**config.mk**
```make
export PLATFORM = sky130hd
export DESIGN_NAME = ip_address_to_text
export DESIGN_NICKNAME = d
export VERILOG_FILES = /design/src/hdl/ia2t_pkg.sv /design/src/hdl/ia2t_digit_unit.sv /design/src/hdl/ia2t_zrun_scan.sv /design/src/hdl/ip_address_to_text.sv
export SDC_FILE = /design/constraint.sdc
export NUM_CORES = 1
export LEC_CHECK = 0
export BUFFER_PORTS_ARGS = -buffer_cell sky130_fd_sc_hd__buf_2
export CORE_ASPECT_RATIO = 1.5
export CORE_MARGIN = 1.5
export CORE_UTILIZATION = 45
export DETAILED_ROUTE_END_ITERATION = 16
export PLACE_DENSITY = 0.66
export REMOVE_ABC_BUFFERS = 1
export SLEW_MARGIN = 20
export SYNTH_ARGS = -nofsm -noshare
export SYNTH_HDL_FRONTEND = slang
export SYNTH_HIERARCHICAL = 1
export SYNTH_SLANG_ARGS = --single-unit
export TNS_END_PERCENT = 10
```
**constraint.sdc**
```tcl
create_clock -name clk -period 24.8 [get_ports clk]
set_clock_uncertainty 0.1 [all_clocks]
set_input_delay 2.48 -clock clk [delete_from_list [all_inputs] [get_ports clk]]
set_output_delay 2.48 -clock clk [all_outputs]
set_load 0.1 [all_outputs]
```
**src/hdl/ia2t_pkg.sv**
```systemverilog
// Shared types and constants of the address-to-text block.
// Used by the digit unit, the zero-run scanner, the top level and its checker.
package ia2t_pkg;

  localparam logic [1:0] FAM_IPV4 = 2'd0;
  localparam logic [1:0] FAM_IPV6 = 2'd1;

  localparam logic [1:0] ST_OK     = 2'd0;
  localparam logic [1:0] ST_SMALL  = 2'd1;
  localparam logic [1:0] ST_FAMILY = 2'd2;

  localparam logic [7:0] IPV4_MIN_BUF = 8'd16;
  localparam logic [7:0] IPV6_MIN_BUF = 8'd46;

  localparam logic [6:0] CH_COLON = 7'h3a;
  localparam logic [6:0] CH_DOT   = 7'h2e;
  localparam logic [6:0] CH_ZERO  = 7'h30;
  localparam logic [6:0] CH_HEXA  = 7'h57;  // 'a' minus ten
  localparam logic [6:0] CH_NONE  = 7'h00;

  // Longest run of zero words found so far.
  typedef struct packed {
    logic       has_run;
    logic [2:0] start;
    logic [3:0] len;
  } zrun_t;

endpackage

```
**src/hdl/ia2t_digit_unit.sv**
```systemverilog
// Shared digit unit: one hex or decimal character per cycle, plus the
// leading-digit position of a word about to be printed. Uses ia2t_pkg.
module ia2t_digit_unit (
  input  logic        is_hex,
  input  logic [15:0] load_word,
  input  logic [15:0] word,
  input  logic [1:0]  dpos,
  output logic [6:0]  ch,
  output logic [1:0]  lead
);
  import ia2t_pkg::*;

  logic [3:0] nib;
  logic [1:0] hund;
  logic [6:0] rem100;
  logic [3:0] tens;
  logic [6:0] ones;

  always_comb begin
    nib = word[{dpos, 2'b00} +: 4];
    if (word[7:0] >= 8'd200) begin
      hund = 2'd2;
    end else if (word[7:0] >= 8'd100) begin
      hund = 2'd1;
    end else begin
      hund = 2'd0;
    end
    rem100 = 7'(word[7:0] - 8'(hund) * 8'd100);
    tens = 4'd0;
    for (int k = 1; k < 10; k++) begin
      if (rem100 >= 7'(k * 10)) begin
        tens = 4'(k);
      end
    end
    ones = 7'(rem100 - 7'(tens) * 7'd10);

    if (is_hex) begin
      ch = (nib < 4'd10) ? CH_ZERO + 7'(nib) : CH_HEXA + 7'(nib);
    end else begin
      unique case (dpos)
        2'd2:    ch = CH_ZERO + 7'(hund);
        2'd1:    ch = CH_ZERO + 7'(tens);
        default: ch = CH_ZERO + ones;
      endcase
    end

    if (is_hex) begin
      if (load_word[15:12] != 4'd0) begin
        lead = 2'd3;
      end else if (load_word[11:8] != 4'd0) begin
        lead = 2'd2;
      end else if (load_word[7:4] != 4'd0) begin
        lead = 2'd1;
      end else begin
        lead = 2'd0;
      end
    end else begin
      if (load_word[7:0] >= 8'd100) begin
        lead = 2'd2;
      end else if (load_word[7:0] >= 8'd10) begin
        lead = 2'd1;
      end else begin
        lead = 2'd0;
      end
    end
  end

endmodule

```
**src/hdl/ia2t_zrun_scan.sv**
```systemverilog
// Zero-run scanner: one IPv6 word per cycle while en is high; keeps the first
// longest run of zero words. Uses ia2t_pkg for the result struct.
module ia2t_zrun_scan (
  input  logic                 clk,
  input  logic                 rst,
  input  logic                 clear,
  input  logic                 en,
  input  logic                 is_zero,
  input  logic [2:0]           idx,
  output ia2t_pkg::zrun_t      best
);
  import ia2t_pkg::*;

  logic [3:0] run_len;
  logic [2:0] run_start;
  logic [3:0] run_len_next;
  logic [2:0] run_start_next;

  always_comb begin
    run_len_next   = run_len + 4'd1;
    run_start_next = (run_len == 4'd0) ? idx : run_start;
  end

  always_ff @(posedge clk) begin
    if (rst || clear) begin
      run_len      <= 4'd0;
      run_start    <= 3'd0;
      best.has_run <= 1'b0;
      best.start   <= 3'd0;
      best.len     <= 4'd0;
    end else if (en) begin
      if (is_zero) begin
        run_len   <= run_len_next;
        run_start <= run_start_next;
        if (run_len_next > best.len) begin
          best.has_run <= 1'b1;
          best.start   <= run_start_next;
          best.len     <= run_len_next;
        end
      end else begin
        run_len <= 4'd0;
      end
    end
  end

endmodule

```
**src/hdl/ip_address_to_text.sv**
```systemverilog
// Top level of the address-to-text block: sequencer, address store and
// output register. Uses ia2t_pkg, ia2t_digit_unit and ia2t_zrun_scan.
//
//  Channel  | Handshake                  | Payload
//  ---------+----------------------------+-----------------------------------
//  command  | start / busy               | cmd, addr_hi, addr_lo, buffer_len
//  result   | result_valid (strobe only) | char_code, status, last
//
// A transaction on the command channel completes at a rising edge with start
// high and busy low. An error transaction passes through the error state;
// IPv4 passes through a setup step and then its characters; IPv6 first
// scans its eight words in turn for the zero run, then passes through a
// setup step and then its characters. Characters follow back to back, and
// each appears in the cycle after the sequencer produces it, from the output
// register. The receiver cannot stall; busy falls as the last result is
// being registered. Reset is synchronous and returns the sequencer to idle.
module ip_address_to_text (
  input  logic        clk,
  input  logic        rst,
  input  logic        start,
  output logic        busy,
  input  logic [1:0]  cmd,
  input  logic [63:0] addr_hi,
  input  logic [63:0] addr_lo,
  input  logic [7:0]  buffer_len,
  output logic        result_valid,
  output logic [6:0]  char_code,
  output logic [1:0]  status,
  output logic        last
);
  import ia2t_pkg::*;

  typedef enum logic [2:0] {
    S_IDLE,
    S_ERR,
    S_SCAN,
    S_SETUP,
    S_DIG,
    S_SEP,
    S_RUN,
    S_TAIL
  } state_t;

  state_t      state, state_next;
  logic [127:0] addr;
  logic        is_v6;
  logic [1:0]  err_code, err_code_next;
  logic [2:0]  widx, widx_next;
  logic [15:0] word, word_next;
  logic [1:0]  dpos, dpos_next;

  logic        valid_next;
  logic [6:0]  char_next;
  logic [1:0]  status_next;
  logic        last_next;

  logic        accept;
  logic [15:0] cur_word;
  logic [6:0]  dig_ch;
  logic [1:0]  lead;
  zrun_t       zr;
  logic [3:0]  after_word;
  logic [3:0]  after_run;
  logic [3:0]  nwords;

  assign accept = start && (state == S_IDLE);
  assign busy   = (state != S_IDLE);

  // The current word: a 16-bit IPv6 word, or one IPv4 octet zero-extended.
  always_comb begin
    if (is_v6) begin
      cur_word = addr[{~widx, 4'b0000} +: 16];
    end else begin
      cur_word = {8'd0, addr[{~widx[1:0], 3'b000} +: 8]};
    end
  end

  ia2t_digit_unit u_digit (
    .is_hex    (is_v6),
    .load_word (cur_word),
    .word      (word),
    .dpos      (dpos),
    .ch        (dig_ch),
    .lead      (lead)
  );

  ia2t_zrun_scan u_scan (
    .clk     (clk),
    .rst     (rst),
    .clear   (accept),
    .en      (state == S_SCAN),
    .is_zero (cur_word == 16'd0),
    .idx     (widx),
    .best    (zr)
  );

  assign after_word = {1'b0, widx} + 4'd1;
  assign after_run  = {1'b0, widx} + zr.len;
  assign nwords     = is_v6 ? 4'd8 : 4'd4;

  always_comb begin
    state_next    = state;
    err_code_next = err_code;
    widx_next     = widx;
    word_next     = word;
    dpos_next     = dpos;
    valid_next    = 1'b0;
    char_next     = CH_NONE;
    status_next   = ST_OK;
    last_next     = 1'b0;

    unique case (state)
      S_IDLE: begin
        widx_next = 3'd0;
        if (start) begin
          priority if (cmd == FAM_IPV4) begin
            if (buffer_len < IPV4_MIN_BUF) begin
              err_code_next = ST_SMALL;
              state_next    = S_ERR;
            end else begin
              state_next = S_SETUP;
            end
          end else if (cmd == FAM_IPV6) begin
            if (buffer_len < IPV6_MIN_BUF) begin
              err_code_next = ST_SMALL;
              state_next    = S_ERR;
            end else begin
              state_next = S_SCAN;
            end
          end else begin
            err_code_next = ST_FAMILY;
            state_next    = S_ERR;
          end
        end
      end
      S_ERR: begin
        valid_next  = 1'b1;
        status_next = err_code;
        last_next   = 1'b1;
        state_next  = S_IDLE;
      end
      S_SCAN: begin
        // The index wraps back to word zero after the eighth word.
        widx_next = widx + 3'd1;
        if (widx == 3'd7) begin
          state_next = S_SETUP;
        end
      end
      S_SETUP: begin
        // A leading zero run starts with a colon instead of digits.
        if (is_v6 && zr.has_run && zr.start == 3'd0) begin
          state_next = S_RUN;
        end else begin
          word_next  = cur_word;
          dpos_next  = lead;
          state_next = S_DIG;
        end
      end
      S_DIG: begin
        valid_next = 1'b1;
        char_next  = dig_ch;
        if (dpos != 2'd0) begin
          dpos_next = dpos - 2'd1;
        end else begin
          widx_next = after_word[2:0];
          if (after_word == nwords) begin
            last_next  = 1'b1;
            state_next = S_IDLE;
          end else if (is_v6 && zr.has_run && after_word[2:0] == zr.start) begin
            state_next = S_RUN;
          end else begin
            state_next = S_SEP;
          end
        end
      end
      S_SEP: begin
        valid_next = 1'b1;
        char_next  = is_v6 ? CH_COLON : CH_DOT;
        word_next  = cur_word;
        dpos_next  = lead;
        state_next = S_DIG;
      end
      S_RUN: begin
        // First colon of the compressed run; a run reaching the end adds
        // the closing colon, otherwise the next word follows its separator.
        valid_next = 1'b1;
        char_next  = CH_COLON;
        widx_next  = after_run[2:0];
        state_next = after_run[3] ? S_TAIL : S_SEP;
      end
      S_TAIL: begin
        valid_next = 1'b1;
        char_next  = CH_COLON;
        last_next  = 1'b1;
        state_next = S_IDLE;
      end
      default: begin
        state_next = S_IDLE;
      end
    endcase
  end

  always_ff @(posedge clk) begin
    if (rst) begin
      state        <= S_IDLE;
      widx         <= 3'd0;
      dpos         <= 2'd0;
      err_code     <= ST_OK;
      result_valid <= 1'b0;
      char_code    <= CH_NONE;
      status       <= ST_OK;
      last         <= 1'b0;
    end else begin
      state        <= state_next;
      widx         <= widx_next;
      dpos         <= dpos_next;
      err_code     <= err_code_next;
      result_valid <= valid_next;
      char_code    <= char_next;
      status       <= status_next;
      last         <= last_next;
    end
  end

  // Address payload is captured on acceptance and needs no reset.
  always_ff @(posedge clk) begin
    word <= word_next;
    if (accept) begin
      addr  <= {addr_hi, addr_lo};
      is_v6 <= (cmd == FAM_IPV6);
    end
  end

endmodule

```
==> results.txt <==
----------------------------------------------------
[Worst setup path]
  Arr. time, crit path ... 6270 ps
  Critical Path Source Type ... flip-flop
  CP endpoint kind ... flip-flop
  Critical path data required time ... 25030 ps
  CP max stage delay ... 540 ps
  Crit path kind ... flip-flop to flip-flop
  Maximum fanout encountered on the critical timing path ... 10
  Most common cell type on the critical path ... sky130_fd_sc_hd__ha_1
  Slowest stage cell on the critical path ... sky130_fd_sc_hd__edfxtp_1

[STA]
  Least-Margin Pin Slew ... 944 ps
  Number of slew-limit violations in the final report ... 0
  Final cycle utilization of the critical path ... about a quarter
  Endpoints failing setup ... 0
  Final period demand of the worst path ... 6040 ps
  Hold violation count in the final report ... 0
  Max frequency ... 166 MHz
  Unrepaired setup endpoints after global routing ... no
  Fin Setup TNS ... 0 ps
  Fin worst setup slack ... 18760 ps
  Relative slew slack ... 37.0%

[Min path]
  Type of the most critical hold path ... flip-flop to flip-flop

[Final layout]
  Layout Nets ... 999
  Final core occ ... 54.4%
  Area growth from synthesis to layout ... 17.5%
  Finished layout cell area ... 10500 µm²
  Fraction of layout instances using a drive strength above 1 ... 28.6%

[Status]
  Status ... complete, no violations

[Detailed routing]
  Via count ... 5965
  Initial detailed-routing violation count ... 382
  Total wire length ... 19100 µm
  Total DRC errors in the routed layout ... 0
  First-pass DRT Iterations ... 4
  Per-cell via count in the routed design ... 5.45
  Detailed-route wire length per cell ... 17.5 µm
  Post-detailed-route count of antenna-violating nets ... 0

[Synthesis]
  Count of warnings emitted by yosys ... 6
  EDFF count, synth ... 145
  Synthesized area divided by synthesized cell count ... 13.1 µm²
  Number of register bits inferred by synthesis ... 181
  Gate Count Post-Synth ... just under 700
  Portion of the post-synthesis area used by sequential elements ... 57.0%
  FFs w/ async S/R, synth ... 0%
  Distinct cells, synth ... 77
  Ys flop type ... sky130_fd_sc_hd__edfxtp_1
  Post-synthesis instance area ... 8900 µm²

[Placed design]
  Total half-perimeter wirelength after legalization and detailed placement ... 14000 µm
  Place WS ... 18760 ps
  Final estimated routing congestion in global placement ... 0.855
  Post-detailed-placement cell area ... approximately 10000 µm²
  Number of buffers added on ports ... 151

[Clock tree]
  Number of buffers added for setup after CTS ... 0
  Total number of clock tree sinks ... about 180
  Cts bufs inserted ... 17
  Reg clk slew, reported paths ... approximately 60 ps
  H-tree level count ... 4
  Resize count post-CTS ... 0
  Clock latency reported for the late side of the worst-skew pair ... 430 ps
  CTS tree ... yes
  CTS root buffer ... sky130_fd_sc_hd__clkbuf_16
  Max clock buf depth ... 2
  Hold buffer count at cts ... 0

[Floorplan]
  Overall die area ... 20700 µm²
  Row cnt ... 62
  Core area ... 19200 µm²
  Number of ports placed on the die boundary ... ~150
  Effective utilization at floorplan ... between 40% and 50%
  Die Wd ... 118 µm
  Die Span Y ... around 180 µm

[Global routing]
  Total GRT Usage ... 19.2%
  Antenna violations before repair ... 2
  Gr ovfl total ... 0
  First-pass GRT wire length ... 30800 µm
  Pin count of the biggest net entering global routing ... 93
  Via count of the first global-routing pass ... 6331

[Job]
  MaxCap Viol Count ... 0

[Power]
  IR drop worst, VDD ... 0.0655 mV
  Leakage ... 3.97 nW
  PD cells ... 85.0 nW/µm²
  Total Power Consumption ... 889 µW

----------------------------------------------------
final timing paths:
kind / from / endpoint / slack (ps) / depth (start not counted)
worst max-delay path: word[4]$_DFFE_PP_ / char_code[6]$_SDFF_PP0_ / 18760 / 26
worst min-delay path: err_code[1]$_SDFFE_PP0P_ / status[1]$_SDFF_PP0_ / 350 / 1
worst max register to register: word[4]$_DFFE_PP_ / char_code[6]$_SDFF_PP0_ / 18760 / 26
worst min register to register: err_code[1]$_SDFFE_PP0P_ / status[1]$_SDFF_PP0_ / 350 / 1
worst max-delay path, delay by kind of cell (launching register included):
family | cells | cell delay (ps)
and+or+nand+nor | 5 | 1110
AOI/OAI and AO/OA | 7 | 1150
buffers and inverters | 4 | 350
adders and majority gates | 7 | 2040
DFF | 1 | 540
xor gates and xnor gates | 3 | 680
cells by family after synthesis:
| kind of cell | after synthesis | share of synthesized area, % |
|---|---|---|
| multiplexers | 71 | 12.4 |
| adder cells (fa/ha/maj) | 35 | 5.23 |
| AO/OA/AOI/OAI | 144 | 11.2 |
| buffers and inverters | 68 | 3.47 |
| XOR/XNOR | 18 | 1.86 |
| AND/OR/NAND/NOR | 160 | 8.83 |
| flip-flops | 181 | 57.0 |
power by group:
group | internal [mW] | leakage [nW] | switching (mW) | total [mW]
Combinational | 0.102 | 2.03 | 0.138 | 0.240
Sequential | 0.375 | 1.66 | 0.0168 | 0.392
Clock | 0.147 | 0.273 | 0.110 | 0.257
metrics by stage:
| step | cells | hold slack [ps] |
|---|---|---|
| after floorplan | 647 | 323 |
| after global placement | 1060 | 337 |
| after detailed placement | 1060 | 346 |
| after CTS | 1092 | 361 |
| after global routing | 1095 | 383 |
| final | 1095 | 355 |
state kept, by name (all words and copies together) (netlist names), 3 cells and up:
signal,count
addr,128
char_code,7
state,3
u_scan/best,8
u_scan/run_len,4
u_scan/run_start,3
widx,3
word,16
Yosys cell counts, types with 3 or more instances:
cell type,instances,area share (%)
sky130_fd_sc_hd__edfxtp_1,145,49
sky130_fd_sc_hd__nor2_1,56,2.4
sky130_fd_sc_hd__a21oi_1,38,2.1
sky130_fd_sc_hd__inv_1,37,1.6
sky130_fd_sc_hd__dfxtp_1,36,8.1
sky130_fd_sc_hd__mux2i_1,34,3.8
sky130_fd_sc_hd__nand2_1,32,1.3
sky130_fd_sc_hd__ha_1,30,4.2
sky130_fd_sc_hd__mux4_2,29,7.3
sky130_fd_sc_hd__o21ai_0,15,0.84
sky130_fd_sc_hd__nor3_1,14,0.79
sky130_fd_sc_hd__clkbuf_1,13,0.55
sky130_fd_sc_hd__xnor2_1,11,1.1
sky130_fd_sc_hd__nor2b_1,10,0.70
sky130_fd_sc_hd__a211oi_1,9,0.76
sky130_fd_sc_hd__o22ai_1,9,0.63
sky130_fd_sc_hd__a22oi_1,8,0.67
sky130_fd_sc_hd__nand2b_1,8,0.56
sky130_fd_sc_hd__nand3_1,8,0.45
sky130_fd_sc_hd__o21a_1,8,0.67
sky130_fd_sc_hd__buf_2,7,0.39
sky130_fd_sc_hd__a21o_1,6,0.51
sky130_fd_sc_hd__o211ai_1,6,0.51
sky130_fd_sc_hd__xor2_1,6,0.59
sky130_fd_sc_hd__and2_1,5,0.35
sky130_fd_sc_hd__buf_6,5,0.63
sky130_fd_sc_hd__nor4_1,5,0.35
sky130_fd_sc_hd__o211a_1,5,0.56
sky130_fd_sc_hd__a31oi_1,4,0.28
sky130_fd_sc_hd__fa_1,4,0.90
sky130_fd_sc_hd__mux2_2,4,0.51
sky130_fd_sc_hd__o21ai_1,4,0.22
sky130_fd_sc_hd__a31o_1,3,0.30
sky130_fd_sc_hd__buf_1,3,0.13
sky130_fd_sc_hd__or3_1,3,0.21
sky130_fd_sc_hd__or4_1,3,0.25
routing by layer:
metal | part of all wire, % | wire length (µm) | vias to the layer above | global-route usage (%)
met5 | 0 | 0 | - | 0
met4 | 1.8 | 344 | 0 | 8.79
met3 | 3.8 | 720 | 21 | 3.54
met2 | 57 | 10800 | 138 | 37.0
met1 | 38 | 7230 | 2913 | 20.0
li1 | - | - | 2893 | -
layout by cell type, fill, tap and decap left out, types with 11 or more instances in the layout:
| cell | n |
|---|---|
| sky130_fd_sc_hd__buf_2 | 151 |
| sky130_fd_sc_hd__edfxtp_1 | 145 |
| sky130_fd_sc_hd__nor2_1 | 55 |
| sky130_fd_sc_hd__a21oi_1 | 38 |
| sky130_fd_sc_hd__inv_1 | 37 |
| sky130_fd_sc_hd__mux2i_1 | 34 |
| sky130_fd_sc_hd__dfxtp_1 | 34 |
| sky130_fd_sc_hd__nand2_1 | 32 |
| sky130_fd_sc_hd__ha_1 | 30 |
| sky130_fd_sc_hd__mux4_2 | 29 |
| sky130_fd_sc_hd__clkbuf_16 | 17 |
| sky130_fd_sc_hd__o21ai_0 | 15 |
| sky130_fd_sc_hd__nor3_1 | 14 |
| sky130_fd_sc_hd__xnor2_1 | 11 |
layout make-up:
cell class                 count  area (µm²)
fill                        1639        8780
sequential                   181        5080
multi-input combinational    428        3520
timing repair buffer         158         825
clock buffer                  18         429
tap                          256         320
inverter                      38         143
clock inverter                14         136
antenna                        2        5.00
Power figures use the tool's default switching activity.
